--- src/hex_record_halfword_parser_top_defines.svh ---
`ifndef HEX_RECORD_HALFWORD_PARSER_TOP_DEFINES_SVH
`define HEX_RECORD_HALFWORD_PARSER_TOP_DEFINES_SVH

// checked on every clock edge outside of reset
`define HRHP_ASSERT(lbl, prop, msg) \
    lbl: assert property (@(posedge i_clk) disable iff (!i_rst_n) prop) else $error(msg);

// checked on every clock edge, reset included
`define HRHP_ASSERT_ALWAYS(lbl, prop, msg) \
    lbl: assert property (@(posedge i_clk) prop) else $error(msg);

`endif

--- src/hrhp_pkg.sv ---
package hrhp_pkg;

    localparam logic [31:0] FlashBaseReset = 32'h0800_0000;
    localparam logic [9:0]  PosMax         = 10'd1023;
    localparam logic [9:0]  FirstDataPos   = 10'd9;
    localparam logic [9:0]  LastCountPos   = 10'd2;
    localparam logic [9:0]  LastOffsetPos  = 10'd6;
    localparam logic [7:0]  UpperHexBias   = 8'd55;

    // non-hex characters, lowercase included, decode as zero
    function automatic logic [3:0] hex_digit(input logic [7:0] c);
        logic [7:0] t;
        t = 8'd0;
        case (c) inside
            ["0":"9"]: t = c - 8'h30;
            ["A":"F"]: t = c - UpperHexBias;
            default:   t = 8'd0;
        endcase
        return t[3:0];
    endfunction

endpackage

--- src/hex_record_halfword_parser_top.sv ---
// Hex record parser: takes one ASCII character of a hex record per request
// (i_record_start on the colon) and emits one flash write per four data digits,
// at address (flash base OR record offset) + 2 * group index, with the last
// group of the record flagged. A character is accepted every cycle while the
// input register can move on; it is decoded into the input register and then
// processed into the output register, so throughput is one character per cycle,
// limited only by the output being taken. The flash base is written through
// i_cfg_wr_en / i_cfg_wr_data; the user must do so only while no request is in
// flight, and the block itself has no check for this.
`include "hex_record_halfword_parser_top_defines.svh"

module hex_record_halfword_parser_top (
    input  logic        i_clk,
    input  logic        i_rst_n,
    input  logic        i_cfg_wr_en,
    input  logic [31:0] i_cfg_wr_data,
    input  logic        i_in_valid,
    output logic        o_in_ready,
    input  logic [7:0]  i_ascii_char,
    input  logic        i_record_start,
    output logic        o_out_valid,
    input  logic        i_out_ready,
    output logic [31:0] o_write_address,
    output logic [15:0] o_write_halfword,
    output logic        o_last_in_record
);

    logic [31:0] r_flash_base;

    logic        r_s1_valid;
    logic [3:0]  r_s1_digit;
    logic        r_s1_start;

    logic [9:0]  r_pos,        n_pos;
    logic [7:0]  r_byte_count, n_byte_count;
    logic [15:0] r_offset,     n_offset;
    logic [11:0] r_acc,        n_acc;

    logic        r_out_valid,  n_out_valid;
    logic [31:0] r_out_addr,   n_out_addr;
    logic [15:0] r_out_hw,     n_out_hw;
    logic        r_out_last,   n_out_last;

    logic        can_move;
    logic        s1_fire;
    logic        in_fire;
    logic [9:0]  p;
    logic [9:0]  q;
    logic [7:0]  group;
    logic [1:0]  digit_sel;
    logic [7:0]  groups;

    assign can_move   = !r_out_valid || i_out_ready;
    assign s1_fire    = r_s1_valid && can_move;
    assign o_in_ready = !r_s1_valid || can_move;
    assign in_fire    = i_in_valid && o_in_ready;

    assign p         = r_s1_start ? 10'd0 : r_pos;
    assign q         = p - hrhp_pkg::FirstDataPos;
    assign group     = q[9:2];
    assign digit_sel = q[1:0];
    assign groups    = {1'b0, r_byte_count[7:1]};

    always_comb begin
        n_pos        = r_pos;
        n_byte_count = r_byte_count;
        n_offset     = r_offset;
        n_acc        = r_acc;
        n_out_valid  = r_out_valid && !i_out_ready;
        n_out_addr   = r_out_addr;
        n_out_hw     = r_out_hw;
        n_out_last   = r_out_last;
        if (s1_fire) begin
            n_pos = (p < hrhp_pkg::PosMax) ? p + 10'd1 : hrhp_pkg::PosMax;
            if (p == 10'd0) begin
                n_byte_count = 8'd0;
                n_offset     = 16'd0;
                n_acc        = 12'd0;
            end else if (p <= hrhp_pkg::LastCountPos) begin
                n_byte_count = {r_byte_count[3:0], r_s1_digit};
            end else if (p <= hrhp_pkg::LastOffsetPos) begin
                n_offset = {r_offset[11:0], r_s1_digit};
            end else if (p >= hrhp_pkg::FirstDataPos && group < groups) begin
                if (digit_sel != 2'd3) begin
                    n_acc = {r_acc[7:0], r_s1_digit};
                end else begin
                    n_acc       = 12'd0;
                    n_out_valid = 1'b1;
                    n_out_hw    = {r_acc, r_s1_digit};
                    n_out_addr  = (r_flash_base | {16'd0, r_offset})
                                + {23'd0, group, 1'b0};
                    n_out_last  = ({1'b0, group} + 9'd1) == {1'b0, groups};
                end
            end
        end
    end

    always_ff @(posedge i_clk) begin
        if (!i_rst_n) begin
            r_flash_base <= hrhp_pkg::FlashBaseReset;
            r_s1_valid   <= 1'b0;
            r_pos        <= 10'd0;
            r_byte_count <= 8'd0;
            r_offset     <= 16'd0;
            r_acc        <= 12'd0;
            r_out_valid  <= 1'b0;
        end else begin
            if (i_cfg_wr_en) begin
                r_flash_base <= i_cfg_wr_data;
            end
            if (in_fire) begin
                r_s1_valid <= 1'b1;
            end else if (s1_fire) begin
                r_s1_valid <= 1'b0;
            end
            r_pos        <= n_pos;
            r_byte_count <= n_byte_count;
            r_offset     <= n_offset;
            r_acc        <= n_acc;
            r_out_valid  <= n_out_valid;
        end
    end

    // payload registers
    always_ff @(posedge i_clk) begin
        if (in_fire) begin
            r_s1_digit <= hrhp_pkg::hex_digit(i_ascii_char);
            r_s1_start <= i_record_start;
        end
        r_out_addr <= n_out_addr;
        r_out_hw   <= n_out_hw;
        r_out_last <= n_out_last;
    end

    assign o_out_valid      = r_out_valid;
    assign o_write_address  = r_out_addr;
    assign o_write_halfword = r_out_hw;
    assign o_last_in_record = r_out_last;

    `HRHP_ASSERT(a_s1_holds, r_s1_valid && !can_move |=> r_s1_valid && $stable(r_s1_digit) && $stable(r_s1_start), "stalled input stage lost its request")
    `HRHP_ASSERT(a_pos_step, s1_fire && !r_s1_start && r_pos != hrhp_pkg::PosMax |=> r_pos == $past(r_pos) + 10'd1, "position counter did not advance")
    `HRHP_ASSERT(a_start_clears, s1_fire && r_s1_start |=> r_byte_count == 8'd0 && r_offset == 16'd0 && r_acc == 12'd0, "record start did not clear header state")
    `HRHP_ASSERT(a_out_source, $rose(o_out_valid) |-> $past(s1_fire), "result appeared without a processed character")
    `HRHP_ASSERT_ALWAYS(a_reset_idle, !i_rst_n |=> !o_out_valid && !r_s1_valid, "reset left a request in flight")

endmodule

--- config.mk ---
export PLATFORM = sky130hd
export DESIGN_NAME = hex_record_halfword_parser_top
export DESIGN_NICKNAME = d
export VERILOG_FILES = /design/src/hrhp_pkg.sv /design/src/hex_record_halfword_parser_top.sv
export VERILOG_INCLUDE_DIRS = /design/src /design/src/src
export SDC_FILE = /design/constraint.sdc
export NUM_CORES = 1
export LEC_CHECK = 0
export ABC_CLOCK_PERIOD_IN_PS = 14650
export BUFFER_PORTS_ARGS = -buffer_cell sky130_fd_sc_hd__buf_2
export CAP_MARGIN = 10
export CORE_ASPECT_RATIO = 0.9
export CORE_MARGIN = 3
export CORE_UTILIZATION = 60
export DETAILED_ROUTE_END_ITERATION = 7
export PLACE_DENSITY_LB_ADDON = 0.3
export SYNTH_ARGS = -nofsm -noshare
export SYNTH_HDL_FRONTEND = slang
export SYNTH_SLANG_ARGS = --single-unit
--- constraint.sdc ---
create_clock -name i_clk -period 14.65 [get_ports i_clk]
set_input_delay 2.1975 -clock i_clk [delete_from_list [all_inputs] [get_ports i_clk]]
set_output_delay 2.1975 -clock i_clk [all_outputs]
set_load 0.1 [all_outputs]
==> qor.yml, run 1 <==
floorplanning:
  dieArea_um2: 12180
  die_x_um: 116.0
  core_um2: 10420
  ioPinCount: 97
  rows: 35
  initial_core_util_pct: 62.68
  die_h_um: 105.0
finish:
  drive_above_1_share_pct: 22.93
  fin_nets: 769
  final_cell_mix: "96 x buf_2, 80 x dfxtp_1, 62 x nor2b_1, 54 x edfxtp_1, 38 x nor2_1"
  final_common_cell: "buf_2"
  num_antenna_cells: 0
  area.growth.synth_to_final_pct: 16.78
routing:
  drt_drc_violations_left: 0
  first_pass_iters: 5
  routedWlPerCell_um: 16.62
  antenna_left: 0
  via_per_inst: 5.846
  vias: 4911
  drtIter0Drc: 438
  wl_um: 13960
synthesis:
  ys.flop_type: "dfxtp_1"
  synth-edff-count: 54
  synthSimpleGateAreaFrac_pct: 16.89
  synth_compound_area_share_pct: 14.44
  yosys.area_share.xor_xnor_pct: 5.229
  synth_seq_cells: 134
  synth_warnings: 0
  synth.yosys.seq_area_share_pct: 49.34
  synthesis.instances: 612
  synth_nets: 683
  synth_top_family_by_area: "simple AND/OR/NAND/NOR gates"
  yosysUniqueCellTypes: 68
  synthAdderAreaFrac_pct: 4.903
  avgSynthCellArea_um2: 10.67
  synthMuxAreaShare_pct: 5.210
  netlist_area_um2: 6533
  synthArstFlopShare_pct: 0
clock_tree:
  clk_pin_slew_worst_paths_ps: 60
  numCtsBuffers: 17
  ctsHoldBuffers: 0
  clockRootBuffer: "clkbuf_16"
  tritoncts: "yes"
  clockBufferDepth: 2
  htree_levels: 4
  clk_latency_ps: 410
  post_cts_resized: 0
  cts_setup_buffers: 0
  cts.sinks: 134
worst_setup_path:
  r2r-end: "o_write_address[21]$_DFFE_PP_"
  arrival_ps: 5270
  end_kind: "flip-flop"
  path_class: "reg -> reg"
  cp_max_fo: 25
  start_kind: "flip-flop"
  reg2reg_depth: 14
  r2r_slack_ps: 9530
  cp.required_ps: 14800
  r2r-start: "r_s1_start$_DFFE_PP_"
grt:
  overflow: 0
  grt_usage_pct: 23.27
  grt_pass1_wl_um: 22230
  grt_pass1_vias: 4403
  grt_max_degree: 82
  antenna_found_initial: 0
placed_design:
  place.gp.congestion: 0.8940
  dp_hpwl_um: 9848
  pre_cts_ws_ps: 9586
  io_buffers: 96
sta:
  setup_viol: 0
  finalHoldViolCount: 0
  post-route-min-period_ps: 5117
  drv_slew: 0
  slew_headroom_pct: 27.76
  tightest_slew_ps: 1067
  tns_ps: 0
  fmax_mhz: 195.4
  setup_ws_ps: 9533
  skew_ps: 12.33
  grt_setup_unrepaired: "no"
  final.period_utilization_pct: 34.93
hold_path:
  hp-class: "reg -> reg"
  min_from: "r_acc[11]$_SDFFE_PN0P_"
  holdPathStages: 0
  whs_endpoint: "o_write_halfword[15]$_DFFE_PP_"
power_and_ir_drop:
  power_density_nw_per_um2: 120.3
  max-vdd-ir-drop_uv: 92.25
  leakagePower_uw: 0.002997
flow_run:
  maxCapViolations: 0
run_status:
  status: "finished, final reports clean"
## synth_stat cells, types with 16 or more instances
| cell type | count | share of area, % |
|---|---|---|
| dfxtp_1 | 80 | 25 |
| nor2b_1 | 62 | 5.9 |
| edfxtp_1 | 54 | 25 |
| nor2_1 | 38 | 2.2 |
| mux2i_1 | 34 | 5.2 |
| xnor2_1 | 31 | 4.2 |
| inv_1 | 26 | 1.5 |
| ha_1 | 24 | 4.6 |
| a22oi_1 | 23 | 2.6 |
| nand2_1 | 23 | 1.3 |
| o21ai_0 | 22 | 1.7 |
| clkbuf_1 | 20 | 1.1 |
| a21oi_1 | 16 | 1.2 |
## logic make-up (layout without fill, tap and decap cells)
family,count (synthesis),in the layout
AOI/OAI and AO/OA,124,124
adders and majority gates,25,25
muxes,34,34
DFF,134,134
xor gates and xnor gates,39,39
buffers and inverters,60,159
and+or+nand+nor,196,196
## layout make-up
class	instances	area, um2
Clock buffer	19	454.2
Clock inverter	13	120.1
Fill cell	726	2794
Inverter	26	97.59
Multi-Input combinational cell	418	3060
Sequential cell	134	3223
Tap cell	129	161.4
Timing Repair Buffer	101	511.7
## power by group
part	total, uW	leakage, uW	internal (uW)	switching [uW]
registers	410	0.00113	398	11.6
clock network	406	0.000275	245	161
logic	102	0.00159	44.6	57.4
## how the worst max path moves through the flow
stage,cells after the start,endpoint,start
finish,14,o_write_address[21]$_DFFE_PP_,r_s1_start$_DFFE_PP_
global route,14,o_write_address[31]$_DFFE_PP_,r_s1_start$_DFFE_PP_
CTS,14,o_write_address[21]$_DFFE_PP_,r_s1_start$_DFFE_PP_
detailed placement,3,o_in_ready,i_out_ready
global placement,3,o_in_ready,i_out_ready
floorplan,14,o_last_in_record$_DFFE_PP_,r_s1_start$_DFFE_PP_
## registers in the layout (all words and copies together), names as in the netlist
| signal | cells |
|---|---|
| o_out_valid | 1 |
| r_pos | 10 |
| r_s1_valid | 1 |
| o_write_address | 32 |
| o_last_in_record | 1 |
| r_offset | 16 |
| r_acc | 12 |
| r_byte_count | 8 |
| r_flash_base | 32 |
| o_write_halfword | 16 |
| r_s1_start | 1 |
| r_s1_digit | 4 |
## layer usage
| metal | routed length (um) | vias to the layer above | share of wire (%) | global-route usage [%] |
|---|---|---|---|---|
| met4 | 160 | 0 | 1.1 | 6.297 |
| met5 | 0 | - | 0 | 0 |
| met3 | 760 | 19 | 5.4 | 5.906 |
| li1 | - | 2386 | - | - |
| met2 | 6580 | 159 | 47 | 36.15 |
| met1 | 6457 | 2347 | 46 | 32.39 |
## critical path, stage by stage (launching register included)
cell	delay, ps
edfxtp_1	850
nand2b_1	340
ha_1	460
nand2b_1	230
a21bo_2	270
a21oi_2	230
inv_1	100
ha_1	330
nor2b_1	130
o21ai_0	100
a21boi_0	340
o2111ai_1	240
a211oi_1	860
nand3_1	220
xnor2_1	180
## metrics by stage
step	area [um2]	instances	hold slack [ps]	util, %	power [uW]
after floorplan	6533	612	408.6	-	492.3
after global placement	7046	806	420.4	67.60	513.6
after detailed placement	7046	806	418.4	67.60	517.5
after CTS	7620	838	435.8	73.11	924.7
after global routing	7629	840	447.0	73.19	953.9
final	7629	840	435.5	73.19	917.9
(Power assumes the default switching activity.)
==> inputs of run 2 (changes only) <==
--- a/config.mk
+++ b/config.mk
@@ -6,12 +6,13 @@
 export SDC_FILE = /design/constraint.sdc
 export NUM_CORES = 1
 export LEC_CHECK = 0
-export ABC_CLOCK_PERIOD_IN_PS = 14650
+export ABC_AREA = 1
+export ABC_CLOCK_PERIOD_IN_PS = 5040
 export BUFFER_PORTS_ARGS = -buffer_cell sky130_fd_sc_hd__buf_2
 export CAP_MARGIN = 10
 export CORE_ASPECT_RATIO = 0.9
 export CORE_MARGIN = 3
-export CORE_UTILIZATION = 60
+export CORE_UTILIZATION = 58
 export DETAILED_ROUTE_END_ITERATION = 7
 export PLACE_DENSITY_LB_ADDON = 0.3
 export SYNTH_ARGS = -nofsm -noshare
==> constraint.sdc (replaced) <==
create_clock -name i_clk -period 5.04 [get_ports i_clk]
set_input_delay 0.756 -clock i_clk [delete_from_list [all_inputs] [get_ports i_clk]]
set_output_delay 0.756 -clock i_clk [all_outputs]
set_load 0.1 [all_outputs]
==> qor.yml, run 2 <==
run_status:
  status: "finished, final reports clean"
clock_tree:
  ctsHoldBuffers: 0
  clockBufferDepth: 2
  clk_latency_ps: 420
  clockRootBuffer: "clkbuf_16"
  clk_pin_slew_worst_paths_ps: 60
  post_cts_resized: 0
  htree_levels: 4
  cts_setup_buffers: 0
  tritoncts: "yes"
  numCtsBuffers: 17
  cts.sinks: 134
worst_setup_path:
  cp.required_ps: 5080
  path_cells: "inv_2 -> nand2_1 -> ha_1 -> nand2_1 -> nand2_1 -> nand2_1 -> nand2_1 -> inv_1 -> ha_1 -> nand2_1 -> o21ai_0 -> nand2_1 -> nand3_1 -> nand2_1 -> nand3_2 -> nor2_1 -> nand2_1 -> inv_2"
  cp.depth: 18
  crit_path_frequent_cell: "nand2_1"
  critPathTopFamily: "simple AND/OR/NAND/NOR gates"
  path_class: "reg -> reg"
  reg2reg_depth: 18
  critPathBufInv: 3
  start_kind: "flip-flop"
  arrival_ps: 3890
  cp_max_fo: 49
  cpMaxStageDelayCell: "inv_2"
  critPathMaxStageDelay_ps: 790
  end_kind: "flip-flop"
placed_design:
  io_buffers: 96
  place_area_um2: 7417
  dpl.cell_count: 1106
  dp_hpwl_um: 11720
  place.gp.congestion: 0.9679
flow_run:
  maxCapViolations: 0
floorplanning:
  initial_core_util_pct: 59.67
  die_h_um: 109.1
  ioPinCount: 97
  rows: 37
  die_x_um: 120.6
  core_um2: 11480
  dieArea_um2: 13150
sta:
  final.period_utilization_pct: 76.48
  whs_ps: 429.4
  post-route-min-period_ps: 3855
  drv_slew: 0
  tns_ps: 0
  grt_setup_unrepaired: "no"
  fmax_mhz: 259.4
  setup_viol: 0
  finalHoldViolCount: 0
  skew_ps: 6.942
  slew_headroom_pct: 27.80
  tightest_slew_ps: 1081
synthesis:
  synth.most_common_cell: "nand2_1"
  avgSynthCellArea_um2: 7.820
  netlist_area_um2: 6850
  synth.yosys.seq_area_share_pct: 47.05
  synth_commonest_cells: "176 x nand2_1, 151 x nor2_1, 106 x inv_1"
  synthesis.instances: 876
  synth_warnings: 0
  synth_seq_cells: 134
  yosysTopAreaCellShare_pct: 23.67
  synth_area_leaders: "edfxtp_1 24%, dfxtp_1 23%, nand2_1 9.6%, nor2_1 8.3%, inv_1 5.8%"
  yosysUniqueCellTypes: 39
  synthArstFlopShare_pct: 0
  synth_nets: 947
  yosys.area.top_type: "edfxtp_1"
  synth-edff-count: 54
  ys.flop_type: "dfxtp_1"
routing:
  drtIter0Drc: 583
  antenna_left: 0
  vias: 6002
  drt_drc_violations_left: 0
  first_pass_iters: 5
  wl_um: 16620
  via_per_inst: 5.274
  routedWlPerCell_um: 14.61
finish:
  drive_above_1_share_pct: 16.19
  final_common_cell: "nand2_1"
  fillers: 957
  fin_nets: 1040
  layout.cells.non_filler: 1138
  num_antenna_cells: 0
  final_cell_mix: "176 x nand2_1, 151 x nor2_1, 105 x inv_1, 96 x buf_2, 80 x dfxtp_1"
  area.growth.synth_to_final_pct: 17.33
  stdcell_area_um2: 8038
grt:
  grt_pass1_wl_um: 26850
  grt_usage_pct: 26.20
  grt_max_degree: 54
  grt_pass1_vias: 5543
  antenna_found_initial: 0
  overflow: 0
power_and_ir_drop:
  leakagePower_uw: 0.003621
  power_density_nw_per_um2: 354.6
  max-vdd-ir-drop_uv: 218.8
hold_path:
  holdPathStages: 0
  hp-class: "reg -> reg"
## run 2: cell count changes in the layout (fill, tap and decap cells not counted), sizes merged, moves of 31 or more
cell / previous run / this run
a21oi: 18 / 53
o21ai: 23 / 54
inv: 29 / 111
nand2: 23 / 185
nor2: 38 / 153
nor2b: 62 / 0
mux2i: 34 / 0
nand3: 8 / 45
## run 2: layer usage
metal | global-route usage (%) | vias to the layer above | share of wire, %
met5 | 0 | - | 0
met4 | 8.091 | 0 | 1.6
met3 | 7.417 | 27 | 9.5
met1 | 38.08 | 2675 | 47
met2 | 38.05 | 274 | 42
li1 | - | 3026 | -
## run 2: report_power, final
| group | internal, uW | total [uW] | leakage [uW] | switching [uW] |
|---|---|---|---|---|
| combinational | 126 | 383 | 0.00217 | 257 |
| clock | 786 | 1260 | 0.000305 | 477 |
| sequential | 1170 | 1200 | 0.00115 | 31.7 |
| total | 2080 | 2850 | 0.00362 | 766 |
## run 2: kinds of logic after synthesis
| logic type | after synthesis | share of synthesized area [%] |
|---|---|---|
| buffers and inverters | 135 | 7.835 |
| AOI/OAI and AO/OA | 116 | 8.858 |
| adders and majority gates | 25 | 4.676 |
| and+or+nand+nor | 431 | 27.11 |
| xor gates and xnor gates | 35 | 4.475 |
| DFF | 134 | 47.05 |
## run 2: worst paths after layout
check,from,endpoint,slack [ps]
setup / recovery,r_s1_start$_DFFE_PP_,o_write_address[28]$_DFFE_PP_,1190
hold / removal,r_acc[11]$_SDFFE_PN0P_,o_write_halfword[15]$_DFFE_PP_,430
setup reg to reg,r_s1_start$_DFFE_PP_,o_write_address[28]$_DFFE_PP_,1190
hold reg to reg,r_acc[11]$_SDFFE_PN0P_,o_write_halfword[15]$_DFFE_PP_,430
## run 2: worst reg2reg max path, stage by stage, from the launching register on
cell	delay, ps
edfxtp_1	480
inv_2	250
nand2_1	230
ha_1	300
nand2_1	90
nand2_1	130
nand2_1	160
nand2_1	80
inv_1	80
ha_1	230
nand2_1	50
o21ai_0	80
nand2_1	70
nand3_1	70
nand2_1	70
nand3_2	90
nor2_1	100
nand2_1	100
inv_2	790
## run 2: final cells by class
cell class	count	area (um2)	share of cell area, %
Clock inverter	8	53.80	0.6694
Inverter	112	420.4	5.230
Tap cell	156	195.2	2.428
Clock buffer	24	566.8	7.052
Timing Repair Buffer	97	488.0	6.071
Sequential cell	134	3223	40.10
Multi-Input combinational cell	607	3090	38.45
## run 2: metrics by stage
| step | power [uW] | util, % | setup slack (ps) |
|---|---|---|---|
| 6_report | 2850 | 70.01 | 1185 |
| 4_1_cts | 2852 | 70.01 | 1194 |
| 3_3_place_gp | 1594 | 64.60 | 1345 |
| 2_1_floorplan | 1501 | - | 1411 |
| 5_1_grt | 2963 | 70.01 | 789.5 |
| 3_5_place_dp | 1599 | 64.60 | 1252 |
==> inputs of run 3 (changes only) <==
--- a/config.mk
+++ b/config.mk
@@ -7,12 +7,12 @@
 export NUM_CORES = 1
 export LEC_CHECK = 0
 export ABC_AREA = 1
-export ABC_CLOCK_PERIOD_IN_PS = 5040
+export ABC_CLOCK_PERIOD_IN_PS = 3300
 export BUFFER_PORTS_ARGS = -buffer_cell sky130_fd_sc_hd__buf_2
 export CAP_MARGIN = 10
 export CORE_ASPECT_RATIO = 0.9
 export CORE_MARGIN = 3
-export CORE_UTILIZATION = 58
+export CORE_UTILIZATION = 52
 export DETAILED_ROUTE_END_ITERATION = 7
 export PLACE_DENSITY_LB_ADDON = 0.3
 export SYNTH_ARGS = -nofsm -noshare
==> constraint.sdc (replaced) <==
create_clock -name i_clk -period 3.3 [get_ports i_clk]
set_input_delay 0.495 -clock i_clk [delete_from_list [all_inputs] [get_ports i_clk]]
set_output_delay 0.495 -clock i_clk [all_outputs]
set_load 0.1 [all_outputs]
==> qor.yml, run 3 (synthesis results as in run 2) <==
floorplanning:
  ioPinCount: 97
  rows: 39
  dieArea_um2: 14590
  die_x_um: 127.0
  die_h_um: 114.9
  core_um2: 12780
  initial_core_util_pct: 53.58
run_status:
  status: "finished, final reports clean"
worst_setup_path:
  cpMaxStageDelayCell: "edfxtp_1"
  reg2reg_depth: 14
  critPathMaxStageDelay_ps: 440
  cp.required_ps: 3470
  end_kind: "flip-flop"
  r2r-end: "o_write_address[29]$_DFFE_PP_"
  path_cells: "inv_4 -> nand2_1 -> ha_1 -> inv_1 -> nand3_1 -> nand2_1 -> ha_1 -> inv_1 -> fa_1 -> o31ai_2 -> a21oi_4 -> nor2_1 -> nand4_1 -> xor2_1"
  path_class: "reg -> reg"
  cp_max_fo: 7
  start_kind: "flip-flop"
  r2r-start: "r_s1_start$_DFFE_PP_"
  r2r_slack_ps: 190
  arrival_ps: 3280
routing:
  vias: 6104
  drt_drc_violations_left: 0
  antenna_left: 0
  drtIter0Drc: 518
  routedWlPerCell_um: 14.64
  via_per_inst: 5.204
  first_pass_iters: 5
  wl_um: 17170
finish:
  fin_nets: 1068
  final_common_cell: "nand2_1"
  num_antenna_cells: 0
  layout.cells.non_filler: 1173
  final_cell_mix: "167 x nand2_1, 148 x nor2_1, 105 x inv_1, 96 x buf_2, 80 x dfxtp_1"
  area.growth.synth_to_final_pct: 22.92
  stdcell_area_um2: 8421
  drive_above_1_share_pct: 20.02
  fin_util_pct: 65.86
hold_path:
  hp-class: "in -> reg"
  whs_endpoint: "r_s1_start$_DFFE_PP_"
  min_from: "i_record_start"
  holdPathStages: 1
clock_tree:
  tritoncts: "yes"
  ctsHoldBuffers: 0
  clk_latency_ps: 420
  clk_pin_slew_worst_paths_ps: 60
  cts.sinks: 134
  clockBufferDepth: 2
  htree_levels: 4
  clockRootBuffer: "clkbuf_16"
  numCtsBuffers: 17
flow_run:
  maxCapViolations: 0
grt:
  grt_pass1_vias: 5538
  grt_max_degree: 35
  overflow: 0
  antenna_found_initial: 0
  grt_usage_pct: 23.83
  grt_pass1_wl_um: 27290
sta:
  slew_headroom_pct: 60.97
  finalHoldViolCount: 0
  skew_ps: 6.568
  setup_ws_ps: 193.6
  grt_setup_unrepaired: "yes"
  tns_ps: 0
  post-route-min-period_ps: 3106
  drv_slew: 0
  fmax_mhz: 321.9
  tightest_slew_ps: 580.1
  final.period_utilization_pct: 94.13
  setup_viol: 0
placed_design:
  io_buffers: 96
  place.gp.congestion: 0.9373
  place_area_um2: 7581
  dp_hpwl_um: 12380
  dpl.cell_count: 1132
  pre_cts_ws_ps: -47.35
power_and_ir_drop:
  max-vdd-ir-drop_uv: 385.1
  leakagePower_uw: 0.003789
  power_density_nw_per_um2: 523.0
==> run 3: cell types whose count changed in the layout (fill, tap and decap cells not counted), sizes merged <==
cell      previous run  this run
clkinvlp             2         1
clkbuf              24        28
clkinv               7         3
inv                111       114
buf                 97       122
==> run 3: routing by layer <==
layer  share of wire, %  global-route usage, %  vias to the layer above
met2                 41                  34.06                      217
met1                 50                  36.26                     2784
li1                   -                      -                     3088
met5                  0                      0                        -
met4               0.93                  5.933                        0
met3                8.2                  5.852                       15
==> run 3: through the flow <==
step	total power [uW]	hold WS, ps
final	4404	251.3
after CTS	4387	238.5
after floorplan	2292	408.2
after global placement	2467	411.1
after global routing	4599	237.3
after detailed placement	2475	416.1
==> run 3: final cells by class <==
cell class	count	area [um2]
clock buffer	25	571.8
clock inverter	6	45.04
fill	1116	4364
tap	164	205.2
inverter	112	426.7
sequential	134	3223
multi-input combinational	607	3153
timing repair buffer	125	795.8
==> run 3: worst max-delay path by stage <==
stage / from / end / depth (start not counted)
floorplan: r_s1_start$_DFFE_PP_ / o_last_in_record$_DFFE_PP_ / 19
global placement: r_s1_start$_DFFE_PP_ / o_write_address[31]$_DFFE_PP_ / 14
detailed placement: r_s1_start$_DFFE_PP_ / o_write_address[31]$_DFFE_PP_ / 14
CTS: r_s1_start$_DFFE_PP_ / o_write_address[31]$_DFFE_PP_ / 14
global route: r_s1_start$_DFFE_PP_ / o_write_address[7]$_DFFE_PP_ / 17
finish: r_s1_start$_DFFE_PP_ / o_write_address[29]$_DFFE_PP_ / 14
==> run 3: timing repair <==
| action | in CTS | in global routing |
|---|---|---|
| setup endpoints to repair | 1 | 69 |
| gates cloned | 0 | 5 |
| setup buffers | 0 | 5 |
| pin swaps | 0 | 1 |
| gates resized for setup | 2 | 23 |
==> run 3: report_power, final <==
part | switching [uW] | total (uW) | internal [uW] | leakage [uW]
combinational | 415 | 647 | 232 | 0.00234
sequential | 49.0 | 1840 | 1790 | 0.00115
clock | 706 | 1920 | 1210 | 0.000307
==> run 3: critical path: cells and delay by family (launching register included) <==
| family | cells | cell delay [ps] |
|---|---|---|
| adder cells (fa/ha/maj) | 3 | 840 |
| AND/OR/NAND/NOR | 5 | 600 |
| AO/OA/AOI/OAI | 2 | 530 |
| flip-flops | 1 | 440 |
| buffers and inverters | 3 | 270 |
| XOR/XNOR | 1 | 160 |
